**config.mk**
```make
export PLATFORM = sky130hd
export DESIGN_NAME = multi_timer_bank_next_deadline_core
export DESIGN_NICKNAME = d
export VERILOG_FILES = /design/src/hdl/mtb_pkg.sv /design/src/hdl/mtb_ctrl.sv /design/src/hdl/mtb_datapath.sv /design/src/hdl/multi_timer_bank_next_deadline_core.sv
export SDC_FILE = /design/constraint.sdc
export NUM_CORES = 2
export LEC_CHECK = 0
export BUFFER_PORTS_ARGS = -buffer_cell sky130_fd_sc_hd__buf_2
export CELL_PAD_IN_SITES_DETAIL_PLACEMENT = 1
export CELL_PAD_IN_SITES_GLOBAL_PLACEMENT = 2
export CORE_ASPECT_RATIO = 0.9
export CORE_UTILIZATION = 46
export CTS_BUF_LIST = sky130_fd_sc_hd__clkbuf_4 sky130_fd_sc_hd__clkbuf_8 sky130_fd_sc_hd__clkbuf_16
export DETAILED_ROUTE_END_ITERATION = 10
export PLACE_DENSITY = 0.78
export SLEW_MARGIN = 20
export SYNTH_ARGS = -nofsm -noshare
export SYNTH_HDL_FRONTEND = slang
export SYNTH_SLANG_ARGS = --single-unit
```
**constraint.sdc**
```tcl
create_clock -name aclk -period 12.6 [get_ports aclk]
set_clock_uncertainty 0.15 [all_clocks]
set_input_delay 0 -clock aclk [delete_from_list [all_inputs] [get_ports aclk]]
set_output_delay 0 -clock aclk [all_outputs]
set_load 0.02 [all_outputs]
```
**src/hdl/mtb_pkg.sv**
```systemverilog
// Shared types, codes and constants for the timer bank core.
// Used by mtb_ctrl, mtb_datapath and the top level; depends on nothing.
`default_nettype none

package mtb_pkg;

    // Default bank size and per-item expiry report limit
    localparam int TIMER_COUNT_DEF = 16;
    localparam int MAX_EVENTS      = 16;
    localparam int EVT_CNT_W       = $clog2(MAX_EVENTS + 1);

    localparam logic [31:0] NONE_LEFT      = 32'hFFFF_FFFF;
    localparam logic [31:0] RELOAD_CAP     = 32'hFFFF_FFFE;
    localparam logic [31:0] MAX_RELOAD_RST = 32'd65535;

    // Operation codes
    localparam logic [2:0] KIND_ALLOC  = 3'd0;
    localparam logic [2:0] KIND_FREE   = 3'd1;
    localparam logic [2:0] KIND_SET    = 3'd2;
    localparam logic [2:0] KIND_START  = 3'd3;
    localparam logic [2:0] KIND_STOP   = 3'd4;
    localparam logic [2:0] KIND_ELAPSE = 3'd5;

    // Completion status codes
    localparam logic [1:0] STAT_OK        = 2'd0;
    localparam logic [1:0] STAT_BAD_PARAM = 2'd1;
    localparam logic [1:0] STAT_BAD_STATE = 2'd2;
    localparam logic [1:0] STAT_NO_FREE   = 2'd3;

    // Timer states
    localparam logic [1:0] ST_FREE    = 2'd0;
    localparam logic [1:0] ST_STOPPED = 2'd1;
    localparam logic [1:0] ST_RUNNING = 2'd2;

    // Result kinds
    localparam logic EVT_EXPIRY = 1'b0;
    localparam logic EVT_DONE   = 1'b1;

    typedef struct packed {
        logic [1:0]  status;
        logic [31:0] reload;
        logic [31:0] countdown;
        logic        rpt;
        logic        ntf;
    } entry_t;

    localparam entry_t ENTRY_RST = '{
        status:    ST_FREE,
        reload:    32'd0,
        countdown: NONE_LEFT,
        rpt:       1'b0,
        ntf:       1'b0
    };

    // Controller to datapath
    typedef struct packed {
        logic capture;
        logic chk_rd;
        logic chk_latch;
        logic walk_start;
        logic walk_run;
        logic set_second;
        logic fin;
        logic done_emit;
    } ctrl_cmd_t;

    // Datapath to controller
    typedef struct packed {
        logic walk_done;
        logic need_second;
        logic second;
        logic out_free;
    } dp_stat_t;

endpackage

`default_nettype wire

```
**src/hdl/mtb_ctrl.sv**
```systemverilog
// Sequencer for the timer bank: check read, one or two table walks, completion.
// Depends on mtb_pkg for the command and status structs.
`default_nettype none

module mtb_ctrl (
    input  wire logic              aclk,
    input  wire logic              aresetn,
    input  wire logic              s_valid,
    output logic                   s_ready,
    input  mtb_pkg::dp_stat_t      stat,
    output mtb_pkg::ctrl_cmd_t     cmd
);

    localparam logic [2:0] S_IDLE   = 3'd0;
    localparam logic [2:0] S_CHK_RD = 3'd1;
    localparam logic [2:0] S_CHK    = 3'd2;
    localparam logic [2:0] S_WALK   = 3'd3;
    localparam logic [2:0] S_WALK2  = 3'd4;
    localparam logic [2:0] S_FIN    = 3'd5;
    localparam logic [2:0] S_DONE   = 3'd6;

    logic [2:0] state_reg;
    logic [2:0] state_next;

    // Decode state into commands
    always_comb begin
        cmd        = '0;
        state_next = state_reg;
        case (state_reg)
            S_IDLE: begin
                if (s_valid) begin
                    cmd.capture = 1'b1;
                    state_next  = S_CHK_RD;
                end
            end
            S_CHK_RD: begin
                cmd.chk_rd = 1'b1;
                state_next = S_CHK;
            end
            S_CHK: begin
                cmd.chk_latch  = 1'b1;
                cmd.walk_start = 1'b1;
                state_next     = S_WALK;
            end
            S_WALK: begin
                cmd.walk_run = 1'b1;
                if (stat.walk_done) begin
                    if (stat.need_second && !stat.second) begin
                        state_next = S_WALK2;
                    end else begin
                        state_next = S_FIN;
                    end
                end
            end
            S_WALK2: begin
                cmd.walk_start = 1'b1;
                cmd.set_second = 1'b1;
                state_next     = S_WALK;
            end
            S_FIN: begin
                cmd.fin    = 1'b1;
                state_next = S_DONE;
            end
            S_DONE: begin
                cmd.done_emit = 1'b1;
                if (stat.out_free) begin
                    state_next = S_IDLE;
                end
            end
            default: begin
                state_next = S_IDLE;
            end
        endcase
    end

    // Advance state
    always_ff @(posedge aclk) begin
        if (!aresetn) begin
            state_reg <= S_IDLE;
        end else begin
            state_reg <= state_next;
        end
    end

    assign s_ready = (state_reg == S_IDLE);

endmodule

`default_nettype wire

```
**src/hdl/mtb_datapath.sv**
```systemverilog
// Datapath of the timer bank: item registers, timer table, walk pipeline,
// minimum search and result register. Depends on mtb_pkg.
`default_nettype none

module mtb_datapath #(
    parameter int TIMER_COUNT = mtb_pkg::TIMER_COUNT_DEF
) (
    input  wire logic               aclk,
    input  wire logic               aresetn,
    input  mtb_pkg::ctrl_cmd_t      cmd,
    output mtb_pkg::dp_stat_t       stat,
    input  wire logic [2:0]         s_kind,
    input  wire logic [7:0]         s_timer_index,
    input  wire logic [31:0]        s_reload_ms,
    input  wire logic               s_repeat_req,
    input  wire logic               s_notify,
    input  wire logic [31:0]        s_elapsed_ms,
    input  wire logic               cfg_valid,
    output logic                    cfg_ready,
    input  wire logic [31:0]        cfg_data,
    output logic                    m_valid,
    input  wire logic               m_ready,
    output logic                    m_event_type,
    output logic [7:0]              m_result_index,
    output logic [1:0]              m_status,
    output logic [1:0]              m_entry_state,
    output logic [31:0]             m_next_deadline_ms,
    output logic [31:0]             m_hw_reload_ms,
    output logic                    m_tick_run,
    output logic                    m_last
);

    localparam int IDX_W = (TIMER_COUNT > 1) ? $clog2(TIMER_COUNT) : 1;
    localparam int CNT_W = $clog2(TIMER_COUNT + 1);
    localparam int EW    = mtb_pkg::EVT_CNT_W;

    // Item and configuration registers
    logic [2:0]  kind_reg;
    logic [7:0]  idx_reg;
    logic [31:0] reload_reg;
    logic        rpt_reg;
    logic        ntf_reg;
    logic [31:0] elapsed_reg;
    logic [31:0] max_reload_reg;

    // Per-item control
    logic [1:0]  status_reg;
    logic        found_reg;
    logic        second_reg;
    logic [EW-1:0] evt_cnt_reg;
    logic [7:0]  res_idx_reg;
    logic [1:0]  est_reg;
    logic [31:0] next_reg;

    // Timer table
    mtb_pkg::entry_t mem [TIMER_COUNT];
    logic [TIMER_COUNT-1:0] valid_reg;
    mtb_pkg::entry_t rd_entry_reg;
    logic        rd_vld_reg;

    // Walk pipeline
    logic [CNT_W-1:0] ptr_reg;
    logic             stg_vld_reg;
    logic [IDX_W-1:0] stg_addr_reg;
    logic             mn_vld_reg;
    logic             mn_run_reg;
    logic [31:0]      mn_cd_reg;
    logic [31:0]      min_reg;

    logic             m_valid_reg;

    logic             idx_ok;
    logic [IDX_W-1:0] idx_addr;
    mtb_pkg::entry_t  cur_entry;
    mtb_pkg::entry_t  new_entry;
    logic [1:0]       chk_status;
    logic             op_ok;
    logic             is_adv_kind;
    logic             adv_en;
    logic             apply_en;
    logic             at_idx;
    logic [31:0]      step;
    logic [31:0]      dec;
    logic [31:0]      reload_m1;
    logic             expire;
    logic             alloc_here;
    logic             emit;
    logic             out_free;
    logic             adv;
    logic             fire;
    logic             ptr_lt_n;
    logic             walk_issue;
    logic             rd_en;
    logic [IDX_W-1:0] rd_addr;
    logic [31:0]      hw_reload;

    assign idx_ok   = ({1'b0, idx_reg} < 9'(TIMER_COUNT));
    assign idx_addr = idx_reg[IDX_W-1:0];

    // Entry never written reads as its reset value
    assign cur_entry = rd_vld_reg ? rd_entry_reg : mtb_pkg::ENTRY_RST;

    // Check the addressed timer before any walk
    always_comb begin
        chk_status = mtb_pkg::STAT_OK;
        case (kind_reg)
            mtb_pkg::KIND_ALLOC: begin
                chk_status = mtb_pkg::STAT_NO_FREE;
            end
            mtb_pkg::KIND_FREE, mtb_pkg::KIND_START: begin
                if (!idx_ok) begin
                    chk_status = mtb_pkg::STAT_BAD_PARAM;
                end else if (cur_entry.status != mtb_pkg::ST_STOPPED) begin
                    chk_status = mtb_pkg::STAT_BAD_STATE;
                end
            end
            mtb_pkg::KIND_SET: begin
                if (!idx_ok || (reload_reg <= 32'd1) || (reload_reg > max_reload_reg)) begin
                    chk_status = mtb_pkg::STAT_BAD_PARAM;
                end else if (cur_entry.status != mtb_pkg::ST_STOPPED) begin
                    chk_status = mtb_pkg::STAT_BAD_STATE;
                end
            end
            mtb_pkg::KIND_STOP: begin
                if (!idx_ok) begin
                    chk_status = mtb_pkg::STAT_BAD_PARAM;
                end else if (cur_entry.status != mtb_pkg::ST_RUNNING) begin
                    chk_status = mtb_pkg::STAT_BAD_STATE;
                end
            end
            default: begin
                chk_status = mtb_pkg::STAT_OK;
            end
        endcase
    end

    // Walk mode for this pass
    assign op_ok       = (status_reg == mtb_pkg::STAT_OK);
    assign is_adv_kind = (kind_reg inside {mtb_pkg::KIND_START, mtb_pkg::KIND_STOP})
                         || (kind_reg >= mtb_pkg::KIND_ELAPSE);
    assign adv_en      = op_ok && is_adv_kind;
    assign apply_en    = op_ok && ((kind_reg inside {mtb_pkg::KIND_FREE, mtb_pkg::KIND_SET,
                                                     mtb_pkg::KIND_STOP})
                                   || ((kind_reg == mtb_pkg::KIND_START) && !second_reg));
    assign at_idx      = idx_ok && (stg_addr_reg == idx_addr);
    assign step        = second_reg ? 32'd0 : elapsed_reg;
    assign dec         = cur_entry.countdown - step;
    assign reload_m1   = cur_entry.reload - 32'd1;

    // Update one timer: the addressed operation, a countdown step, or allocation
    always_comb begin
        new_entry  = cur_entry;
        expire     = 1'b0;
        alloc_here = 1'b0;
        if (apply_en && at_idx) begin
            case (kind_reg)
                mtb_pkg::KIND_FREE: begin
                    new_entry.status = mtb_pkg::ST_FREE;
                end
                mtb_pkg::KIND_SET: begin
                    new_entry.reload = reload_reg;
                    new_entry.rpt    = rpt_reg;
                    new_entry.ntf    = ntf_reg;
                end
                mtb_pkg::KIND_START: begin
                    new_entry.countdown = reload_m1;
                    new_entry.status    = mtb_pkg::ST_RUNNING;
                end
                mtb_pkg::KIND_STOP: begin
                    new_entry.status    = mtb_pkg::ST_STOPPED;
                    new_entry.countdown = mtb_pkg::NONE_LEFT;
                    new_entry.rpt       = 1'b0;
                end
                default: begin
                    new_entry = cur_entry;
                end
            endcase
        end else if (adv_en && (cur_entry.status == mtb_pkg::ST_RUNNING)
                     && !((cur_entry.countdown == 32'd0) && (step != 32'd0))) begin
            if (dec == 32'd0) begin
                expire = 1'b1;
                if (cur_entry.rpt) begin
                    new_entry.countdown = reload_m1;
                end else begin
                    new_entry.status    = mtb_pkg::ST_STOPPED;
                    new_entry.countdown = mtb_pkg::NONE_LEFT;
                    new_entry.rpt       = 1'b0;
                end
            end else begin
                new_entry.countdown = dec;
            end
        end else if ((kind_reg == mtb_pkg::KIND_ALLOC) && !found_reg
                     && (cur_entry.status == mtb_pkg::ST_FREE)) begin
            alloc_here       = 1'b1;
            new_entry.status = mtb_pkg::ST_STOPPED;
        end
    end

    // Stall the walk while an expiry report cannot enter the result register
    assign emit       = expire && cur_entry.ntf && (evt_cnt_reg < EW'(mtb_pkg::MAX_EVENTS));
    assign out_free   = !m_valid_reg || m_ready;
    assign adv        = !(stg_vld_reg && emit && !out_free);
    assign fire       = cmd.walk_run && stg_vld_reg && adv;
    assign ptr_lt_n   = (ptr_reg < CNT_W'(TIMER_COUNT));
    assign walk_issue = cmd.walk_run && adv && ptr_lt_n;
    assign rd_en      = cmd.chk_rd || walk_issue;
    assign rd_addr    = cmd.chk_rd ? idx_addr : ptr_reg[IDX_W-1:0];

    // Timer table: one write and one registered read per cycle
    always_ff @(posedge aclk) begin
        if (fire) begin
            mem[stg_addr_reg] <= new_entry;
        end
        if (rd_en) begin
            rd_entry_reg <= mem[rd_addr];
            rd_vld_reg   <= valid_reg[rd_addr];
        end
    end

    // Mark entries written since reset
    always_ff @(posedge aclk) begin
        if (!aresetn) begin
            valid_reg <= '0;
        end else if (fire) begin
            valid_reg[stg_addr_reg] <= 1'b1;
        end
    end

    // Capture item, hold the stage address and the updated entry for the minimum search
    always_ff @(posedge aclk) begin
        if (cmd.capture) begin
            kind_reg    <= s_kind;
            idx_reg     <= s_timer_index;
            reload_reg  <= s_reload_ms;
            rpt_reg     <= s_repeat_req;
            ntf_reg     <= s_notify;
            elapsed_reg <= s_elapsed_ms;
        end
        if (walk_issue) begin
            stg_addr_reg <= ptr_reg[IDX_W-1:0];
        end
        if (fire) begin
            mn_cd_reg  <= new_entry.countdown;
            mn_run_reg <= (new_entry.status == mtb_pkg::ST_RUNNING);
        end
    end

    // Walk pointer and pipeline valids
    always_ff @(posedge aclk) begin
        if (!aresetn) begin
            ptr_reg     <= '0;
            stg_vld_reg <= 1'b0;
            mn_vld_reg  <= 1'b0;
        end else if (cmd.walk_start) begin
            ptr_reg     <= '0;
            stg_vld_reg <= 1'b0;
            mn_vld_reg  <= 1'b0;
        end else begin
            mn_vld_reg <= fire;
            if (cmd.walk_run && adv) begin
                stg_vld_reg <= ptr_lt_n;
                if (ptr_lt_n) begin
                    ptr_reg <= ptr_reg + CNT_W'(1);
                end
            end
        end
    end

    // Track the least running countdown over the pass
    always_ff @(posedge aclk) begin
        if (cmd.walk_start) begin
            min_reg <= mtb_pkg::NONE_LEFT;
        end else if (mn_vld_reg && mn_run_reg && (mn_cd_reg < min_reg)) begin
            min_reg <= mn_cd_reg;
        end
        if (cmd.fin) begin
            next_reg <= (min_reg == mtb_pkg::NONE_LEFT) ? 32'd0 : min_reg;
        end
    end

    // Per-item status, allocation and reported state
    always_ff @(posedge aclk) begin
        if (!aresetn) begin
            status_reg  <= mtb_pkg::STAT_OK;
            found_reg   <= 1'b0;
            second_reg  <= 1'b0;
            evt_cnt_reg <= '0;
            res_idx_reg <= '0;
            est_reg     <= mtb_pkg::ST_FREE;
        end else if (cmd.chk_latch) begin
            status_reg  <= chk_status;
            found_reg   <= 1'b0;
            second_reg  <= 1'b0;
            evt_cnt_reg <= '0;
            res_idx_reg <= (kind_reg == mtb_pkg::KIND_ALLOC) ? 8'd0 : idx_reg;
            est_reg     <= mtb_pkg::ST_FREE;
        end else begin
            if (cmd.set_second) begin
                second_reg <= 1'b1;
            end
            if (fire && emit) begin
                evt_cnt_reg <= evt_cnt_reg + EW'(1);
            end
            if (fire && alloc_here) begin
                found_reg   <= 1'b1;
                status_reg  <= mtb_pkg::STAT_OK;
                res_idx_reg <= 8'(stg_addr_reg);
                est_reg     <= new_entry.status;
            end else if (fire && (kind_reg != mtb_pkg::KIND_ALLOC) && at_idx) begin
                est_reg <= new_entry.status;
            end
        end
    end

    // Configuration register, saturated to the reload cap
    always_ff @(posedge aclk) begin
        if (!aresetn) begin
            max_reload_reg <= mtb_pkg::MAX_RELOAD_RST;
        end else if (cfg_valid) begin
            max_reload_reg <= (cfg_data > mtb_pkg::RELOAD_CAP) ? mtb_pkg::RELOAD_CAP : cfg_data;
        end
    end

    assign cfg_ready = 1'b1;
    assign hw_reload = (next_reg > max_reload_reg) ? max_reload_reg : next_reg;

    // Result register: expiry reports during the walk, completion at the end
    always_ff @(posedge aclk) begin
        if (!aresetn) begin
            m_valid_reg <= 1'b0;
        end else if ((fire && emit) || (cmd.done_emit && out_free)) begin
            m_valid_reg <= 1'b1;
        end else if (m_ready) begin
            m_valid_reg <= 1'b0;
        end
    end

    always_ff @(posedge aclk) begin
        if (fire && emit) begin
            m_event_type       <= mtb_pkg::EVT_EXPIRY;
            m_result_index     <= 8'(stg_addr_reg);
            m_status           <= mtb_pkg::STAT_OK;
            m_entry_state      <= new_entry.status;
            m_next_deadline_ms <= 32'd0;
            m_hw_reload_ms     <= 32'd0;
            m_tick_run         <= 1'b0;
            m_last             <= 1'b0;
        end else if (cmd.done_emit && out_free) begin
            m_event_type       <= mtb_pkg::EVT_DONE;
            m_result_index     <= res_idx_reg;
            m_status           <= status_reg;
            m_entry_state      <= est_reg;
            m_next_deadline_ms <= next_reg;
            m_hw_reload_ms     <= hw_reload;
            m_tick_run         <= (next_reg != 32'd0);
            m_last             <= 1'b1;
        end
    end

    assign m_valid = m_valid_reg;

    assign stat.walk_done   = (ptr_reg == CNT_W'(TIMER_COUNT)) && !stg_vld_reg && !mn_vld_reg;
    assign stat.need_second = (kind_reg == mtb_pkg::KIND_START) && op_ok;
    assign stat.second      = second_reg;
    assign stat.out_free    = out_free;

endmodule

`default_nettype wire

```
**src/hdl/multi_timer_bank_next_deadline_core.sv**
```systemverilog
// Top level of the timer bank core: controller plus datapath.
// Depends on mtb_pkg, mtb_ctrl and mtb_datapath.
`default_nettype none

// One operation is taken at a time. Each item does a check read of the
// addressed timer, then walks the timer table one entry per cycle through
// its single read port, stalling while an expiry report waits on m_ready
// and reporting expiries on the way, and ends with one completion result
// marked by m_last. A successful start walks the table twice. Timers read
// as freshly reset until first written, so no clearing pass follows reset.
// max_reload_ms is to be written through the cfg port only while the core
// is idle; the core itself does not enforce this. Values above 0xFFFFFFFE
// saturate.
module multi_timer_bank_next_deadline_core #(
    parameter int TIMER_COUNT = mtb_pkg::TIMER_COUNT_DEF
) (
    input  wire logic        aclk,
    input  wire logic        aresetn,
    input  wire logic        s_valid,
    output logic             s_ready,
    input  wire logic [2:0]  s_kind,
    input  wire logic [7:0]  s_timer_index,
    input  wire logic [31:0] s_reload_ms,
    input  wire logic        s_repeat_req,
    input  wire logic        s_notify,
    input  wire logic [31:0] s_elapsed_ms,
    input  wire logic        cfg_valid,
    output logic             cfg_ready,
    input  wire logic [31:0] cfg_data,
    output logic             m_valid,
    input  wire logic        m_ready,
    output logic             m_event_type,
    output logic [7:0]       m_result_index,
    output logic [1:0]       m_status,
    output logic [1:0]       m_entry_state,
    output logic [31:0]      m_next_deadline_ms,
    output logic [31:0]      m_hw_reload_ms,
    output logic             m_tick_run,
    output logic             m_last
);

    mtb_pkg::ctrl_cmd_t cmd;
    mtb_pkg::dp_stat_t  stat;

    mtb_ctrl u_ctrl (
        .aclk    (aclk),
        .aresetn (aresetn),
        .s_valid (s_valid),
        .s_ready (s_ready),
        .stat    (stat),
        .cmd     (cmd)
    );

    mtb_datapath #(
        .TIMER_COUNT (TIMER_COUNT)
    ) u_datapath (
        .aclk               (aclk),
        .aresetn            (aresetn),
        .cmd                (cmd),
        .stat               (stat),
        .s_kind             (s_kind),
        .s_timer_index      (s_timer_index),
        .s_reload_ms        (s_reload_ms),
        .s_repeat_req       (s_repeat_req),
        .s_notify           (s_notify),
        .s_elapsed_ms       (s_elapsed_ms),
        .cfg_valid          (cfg_valid),
        .cfg_ready          (cfg_ready),
        .cfg_data           (cfg_data),
        .m_valid            (m_valid),
        .m_ready            (m_ready),
        .m_event_type       (m_event_type),
        .m_result_index     (m_result_index),
        .m_status           (m_status),
        .m_entry_state      (m_entry_state),
        .m_next_deadline_ms (m_next_deadline_ms),
        .m_hw_reload_ms     (m_hw_reload_ms),
        .m_tick_run         (m_tick_run),
        .m_last             (m_last)
    );

    // An accepted item blocks the input until its completion
    a_one_item: assert property (@(posedge aclk) disable iff (!aresetn)
        (s_valid && s_ready) |=> !s_ready)
        else $error("input accepted while an item is in progress");

    // Expiry reports succeed and never close an item
    a_expiry_fields: assert property (@(posedge aclk) disable iff (!aresetn)
        (m_valid && (m_event_type == mtb_pkg::EVT_EXPIRY))
            |-> (!m_last && (m_status == mtb_pkg::STAT_OK) && !m_tick_run))
        else $error("malformed expiry report");

    // Completion: tick source runs exactly when a deadline exists, capped reload
    a_done_tick: assert property (@(posedge aclk) disable iff (!aresetn)
        (m_valid && (m_event_type == mtb_pkg::EVT_DONE))
            |-> (m_last && (m_tick_run == (m_next_deadline_ms != 32'd0))
                 && (m_hw_reload_ms <= m_next_deadline_ms)))
        else $error("inconsistent completion result");

endmodule

`default_nettype wire
```
* After elaboration in Yosys (flattened, before gate mapping)
Memory sizes are Yosys's and may differ from the RTL's. A register that Yosys moved wholly into a read port is not among the register bits.
Cells that the tools add are included.
** Word-level totals
- Bits in registers :: 335
- Bits in writable memories :: 1088
- Input port bits :: 114
- Output and inout bits :: 82
- Word-level logic and storage cells :: 207
- Memories :: 1
** Cells by class
- $add $sub $neg :: 4
- Order comparisons :: 12
- Equality and inequality tests :: 20
- Multiplexer cells :: 68
- Bitwise gates (word level) :: 2
- Reductions and logical operators :: 67
** Memory list
- u_datapath.mem :: words 16, bits a word 68, read ports 1, clocked after memory_dff 1, write ports 1, line mtb_datapath.sv:56 : mtb_pkg::entry_t mem [TIMER_COUNT];
** Operator list (count)
- $mux 32 :: 7
- $mux 68 :: 1
- $mux 33 :: 2
- $gt 32x32->1 :: 2
- $logic_not 32->1 :: 2
- $pmux 32 s2 :: 1
- $reduce_bool 32->1 :: 2
- $eq 32x32->1 const B :: 1
- $gt 32x32->1 const B :: 1
- $le 32x1->1 const B :: 1
- $lt 32x32->1 :: 1
- $mux 2 :: 16
- $sub 32x1->32 const B :: 1
- $sub 32x32->32 :: 1
- $logic_and 1x1->1 :: 30
- $mux 1 :: 26
- $mux 8 :: 3
- $pmux 3 s6 :: 1
- $or 16x16->16 :: 1
- $eq 3x2->1 const B :: 4
- $eq 3x3->1 const B :: 4
- $mux 4 :: 3
- $add 5x1->5 const B :: 2
- $lt 4x5->1 const B :: 2
- other kinds (26) :: 58

* Longest topological paths before layout
- Depth in word-level cells :: 18
- Gate-level depth with buffers :: 20
- Depth with buffers taken out :: 15

* Cells and area by module
From an unflattened synthesis, not the netlist that was laid out.
** Unflattened totals
- Cell total of the unflattened synthesis :: 4248
- Area total of the unflattened synthesis :: 63658.6 um^2
** By module, submodules not included
- mtb_datapath :: times used 1, cells an instance 4220, area an instance 63407.1 um^2, sequential area each 42891.1 um^2
- mtb_ctrl :: times used 1, cells an instance 28, area an instance 251.5 um^2, sequential area each 60.1 um^2

* Worst setup path after synthesis
No wires, ideal clock.
- Path kind :: register to register
- From :: reg u_datapath.rd_vld_reg
- To :: mem u_datapath.mem[3][0] (netlist bit) (enable)
- Library setup time :: 0.662 ns
- Arrival :: 10.702 ns
- Required time :: 11.788 ns
- Slack :: 1.086 ns
- Stages on the path, launching flop included :: 19
- Path buffers :: 4
- Period minus slack after synthesis :: 11.514 ns
- Path through :: edfxtp_1 -> clkbuf_1 -> clkbuf_1 -> inv_1 -> clkbuf_1 -> nor2_1 -> ha_1 -> fa_1 -> nand2b_1 -> a211oi_4 -> o21ai_2 -> a2111oi_2 -> nor4_1 -> nor3b_1 -> nor4b_2 -> nand4_1 -> nand2_1 -> clkbuf_1 -> nor4_1
** Between the ends
- Word-level cells in the longest chain between the ends :: 15
- Elaborated cells on any way between the ends :: 20
- Classes of those cells :: add/sub: 1; eq/ne: 1; mux: 6; reduce/logical: 12
** Ends and longest elaborated chain
- from (decl) :: line mtb_datapath.sv:59 : logic rd_vld_reg;
- from (signal assigned) :: line mtb_datapath.sv:216 : rd_vld_reg <= valid_reg[rd_addr];
- $mux 68 (*) :: line mtb_datapath.sv:101 : assign cur_entry = rd_vld_reg ? rd_entry_reg : mtb_pkg::ENTRY_RST;
- parallel branches: the longest is 6 deep, another holds $sub 32x32->32
- $logic_and 1x1->1 (*) (2 in series) :: line mtb_datapath.sv:200 : assign emit = expire && cur_entry.ntf && (evt_cnt_reg < EW'(mtb_pkg::MAX_EVENTS));
- $logic_and 1x1->1 (*) (2 in series) :: line mtb_datapath.sv:202 : assign adv = !(stg_vld_reg && emit && !out_free);
- $logic_not 1->1 (*) :: line mtb_datapath.sv:202
- $logic_and 1x1->1 (*) :: line mtb_datapath.sv:203 : assign fire = cmd.walk_run && stg_vld_reg && adv;
- $mux 1 (*) :: line mtb_datapath.sv:211 : if (fire) begin
- $mux 1 (implied by the code) (*) :: line mtb_datapath.sv:212 : mem[stg_addr_reg] <= new_entry;
- to (decl) :: line mtb_datapath.sv:56
Every way passes the cells marked *.

* Final worst setup path
- From :: reg u_datapath.rd_vld_reg
- To :: mem u_datapath.mem[1][46] (netlist bit) (enable)
** Between the ends
- Word-level cells in the longest chain between the ends :: 15
- Elaborated cells on any way between the ends :: 20
- Classes of those cells :: add/sub: 1; eq/ne: 1; mux: 6; reduce/logical: 12
** Ends and longest elaborated chain
- $mux 68 (*) :: line mtb_datapath.sv:101
- parallel branches: the longest is 6 deep, another holds $sub 32x32->32
- $logic_and 1x1->1 (*) (2 in series) :: line mtb_datapath.sv:200
- $logic_and 1x1->1 (*) (2 in series) :: line mtb_datapath.sv:202
- $logic_not 1->1 (*) :: line mtb_datapath.sv:202
- $logic_and 1x1->1 (*) :: line mtb_datapath.sv:203
- named net u_datapath.fire :: line mtb_datapath.sv:90 : logic fire;
- $mux 1 (*) :: line mtb_datapath.sv:211
- $mux 1 (implied by the code) (*) :: line mtb_datapath.sv:212
Mark *: on every way through the listed nets, which the timed path passes.

==> key figures <==
Worst setup path
  • Crit path largest cell delay: 0.81 ns
  • CP max stage cell: buf_4
  • R2R Path End: u_datapath.mem[1][46]
  • Register-to-register setup slack: 4.27 ns
  • Crit-path cells: buf_4 > buf_4 > nand2b_1 > ha_1 > nand2_1 > a211oi_4 > o21ai_0 > o31ai_1 > a21oi_1 > xnor2_1 > a21oi_1 > nand4_1 > nand2_1 > inv_1 > buf_4 > and3_4 > buf_4
  • WP data arrival: 8.57 ns
  • Setup Crit Path Kind: flip-flop to flip-flop
  • Most used cell, CP: buf_4
  • Worst R2R Start: u_datapath.rd_vld_reg
  • Critical Path RT: 12.84 ns
  • R2R depth: 17
  • CP Capture Type: flip-flop
  • Crit-path max FO: 62
  • Worst Setup Start Kind: flip-flop

Placed design
  • Setup Slack @ Placement: 4.50 ns
  • Area post-placement: 67100 um^2
  • Routability Congestion: 0.948
  • HPWL after DPL: 131 mm
  • IO Port Bufs: 194

CTS
  • Hold buffer count at cts: 268
  • Root Buffer: clkbuf_16
  • CTS buffer count: 154
  • Post-cts repair resize count: 0
  • Clock latency on the worst-skew pair: 0.79 ns
  • Post-CTS Setup Bufs: 0
  • Clock Path Buffers: 3
  • Clk sinks: 1491
  • Clock transition at the registers of the reported paths: 0.07 ns
  • CTS tree: yes
  • H-tree Lvls: 4

Detailed routing
  • Vias: 41310
  • Final ANT Viol Nets: 0
  • Routed wire length: 210 mm
  • Vias per inst: 6.17
  • DR pass1 iterations: 6
  • First DRT Iteration DRCs: 4149
  • Post-DR wirelength/cell: 31.3 um
  • DRC violations left: 0

STA
  • RSZ-0062 raised after global routing: false
  • WHS: 0.163 ns
  • Final WS setup: 4.27 ns
  • Least-Margin Pin Slew: 1.13 ns
  • Pins Over Slew Limit: 0
  • Final Setup Violations: 0
  • Post-route clock period utilization: 0.661
  • Rel. slew slack: 0.247
  • F_max: 120 MHz
  • Setup TNS: 0 ns
  • Fin. Hold Viols: 0
  • Post-route minimum period: 8.33 ns

Pwr
  • Combinational power share: 0.109
  • Max VDD drop: 0.164 mV
  • Internal: 0.00867 W
  • Clock group share of total power: 0.404
  • Sw power: 0.00290 W
  • Net Sw Frac: 0.250
  • Seq pwr share: 0.486
  • Pleak: 26.6 nW
  • Pwr/cell area: 154 nW/um^2

Logic synthesis
  • Mapped Avg Cell Area: 15.0 um^2
  • Main flop type after synthesis: edfxtp_1
  • Async set-reset flop share out of synthesis: 0
  • Sequential fraction of the synthesis area: 0.675
  • Netlist cell types: 88
  • #FFs+latches synth: 1491
  • Post-synth EDFFs: 1309
  • Mapped Area: 63600 um^2
  • Cells after synthesis: 4228
  • Syn. warnings: 0
  • Post-Syn Nets: 4473

Min path
  • Worst Hold End: u_datapath.kind_reg[2]
  • Worst hold path stage count: 3
  • Critical hold path startpoint: s_valid
  • HP Class: input port to flip-flop

Global route
  • Initial antenna violation count: 10
  • Vias in the first global route: 42276
  • Global-route wire length before repair: 302 mm
  • Total track usage: 0.298
  • GRT overflow: 0
  • Largest net degree at the start of global routing: 128

Finish
  • Final design utilization: 0.547
  • Area Overhead vs Synth: 18.0%
  • Share of layout cells above drive strength 1: 0.192
  • Finished Cell Area: 75100 um^2
  • Nets@finish: 4976
  • Max reg flops: 1088
  • Filler cells: 13069

Floorplanning
  • Io pins: 196
  • CORE AREA: 137000 um^2
  • Die height: 355 um
  • Rows: 129
  • Initial core utilization: 0.463
  • Die W: 394 um
  • Die footprint: 140000 um^2

Outcome
  • Outcome: complete, no violations

Job
  • MaxCap Viol Count: 0
==> how the worst max path moves through the flow <==
| stage | from | slack (ns) | cells after the start | end |
|---|---|---|---|---|
| finish | u_datapath.rd_vld_reg | 4.27 | 17 | u_datapath.mem[1][46] |
| global route | u_datapath.rd_vld_reg | 3.88 | 17 | u_datapath.mem[1][17] |
| CTS | u_datapath.rd_vld_reg | 4.49 | 17 | u_datapath.mem[1][56] |
| detailed placement | u_datapath.rd_vld_reg | 4.50 | 17 | u_datapath.mem[1][49] |
| global placement | u_datapath.rd_vld_reg | 4.64 | 17 | u_datapath.mem[1][52] |
| floorplan | u_datapath.rd_vld_reg | 1.09 | 18 | u_datapath.mem[3][0] |
==> final cells by class <==
type,instances,area [um^2],share of cell area
flip-flops and latches,1491,43000,0.572
multi-input cells,2410,19700,0.262
repair buffers,583,4610,0.0614
clock buffers,184,4160,0.0554
well taps,1834,2290,0.0306
clock inverters,94,1010,0.0134
inverters,91,342,0.00455
diodes,6,15.0,0.000200
==> power groups by stage <==
stage	combinational, W	clock [W]	sequential (W)
after floorplan	0.000724	0	0.00566
after global placement	0.00114	0	0.00573
after detailed placement	0.00116	0	0.00573
after CTS	0.00124	0.00473	0.00562
after global routing	0.00135	0.00492	0.00562
final	0.00127	0.00468	0.00563
==> cell usage in the layout, fill, tap and decap left out, drive strengths merged, types with 10 or more instances in the layout <==
cell type	Yosys	layout
a211oi	91	91
a21o	47	47
a21oi	187	187
a31oi	80	80
and2	85	85
and3	22	22
buf	74	315
bufinv	0	16
clkbuf	162	184
clkinv	1	68
dfxtp	182	182
dlygate4sd3	0	268
edfxtp	1309	1309
ha	130	130
inv	90	95
mux2	11	11
mux2i	101	101
mux4	276	276
nand2	480	480
nand2b	77	77
nand3	28	28
nand4	62	62
nor2	175	175
nor2b	23	23
nor3	52	52
nor4	48	48
o211ai	16	16
o21a	17	17
o21ai	148	148
o22ai	64	64
o31ai	10	10
o41ai	10	10
or3	16	16
or4	14	14
xnor2	21	21
xor2	16	16
==> synth_stat cells (all sizes together) (4+ instances only) <==
cell type | n | area (um^2)
mux2i | 101 | 1010
or3 | 16 | 100
ha | 130 | 1630
o21a | 17 | 128
nand3 | 28 | 140
xor2 | 16 | 140
dfxtp | 182 | 3640
a31oi | 80 | 500
o31ai | 10 | 75.1
o41ai | 10 | 87.6
mux2 | 11 | 124
clkbuf | 162 | 608
or4 | 14 | 105
a22oi | 9 | 67.6
or2 | 7 | 43.8
o22ai | 64 | 400
o211ai | 16 | 120
nor2b | 23 | 144
nor3 | 52 | 260
nor3b | 8 | 60.1
nor4 | 48 | 315
xnor2 | 21 | 184
and3 | 22 | 138
and2 | 85 | 532
nor2 | 175 | 657
a41oi | 9 | 78.8
mux4 | 276 | 6220
o2111ai | 4 | 35.0
nand2b | 77 | 482
edfxtp | 1309 | 39300
o21ai | 148 | 748
a311oi | 5 | 43.8
nand2 | 480 | 1800
and4 | 6 | 52.6
a21o | 47 | 353
inv | 90 | 338
a211oi | 91 | 711
nand4b | 4 | 35.0
buf | 74 | 352
nand4 | 62 | 394
a21oi | 187 | 943
==> per-stage QoR <==
stage               total power (W)  std cells
finish                       0.0116       6693
global route                 0.0119       6692
CTS                          0.0116       6687
detailed placement          0.00689       6141
global placement            0.00686       6141
floorplan                   0.00639       4228
==> kinds of logic after synthesis <==
logic type / count (synthesis) / synth area share
DFF: 1491 / 0.675
and+or+nand+nor: 1118 / 0.0845
AOI/OAI and AO/OA: 735 / 0.0730
muxes: 388 / 0.116
buffers and inverters: 327 / 0.0205
adders and majority gates: 131 / 0.0259
xor gates and xnor gates: 37 / 0.00510
other: 1 / 0.0000590
==> metal layers <==
metal | up-vias | share of wire | GRT usage
met5 | - | 0 | 0
met4 | 0 | 0.031 | 0.0907
met3 | 349 | 0.074 | 0.0530
met2 | 1838 | 0.46 | 0.460
met1 | 21575 | 0.44 | 0.434
li1 | 17548 | - | -
==> critical path, delay by kind of cell, from the launching register on <==
family / cells / cell delay (ns)
buffers and inverters: 5 / 2.66
AOI/OAI and AO/OA: 5 / 1.65
adders and majority gates: 1 / 0.49
DFF: 1 / 0.34
xor gates and xnor gates: 1 / 0.39
and+or+nand+nor: 5 / 2.11
Note: power is estimated with default switching activity, not from simulation.
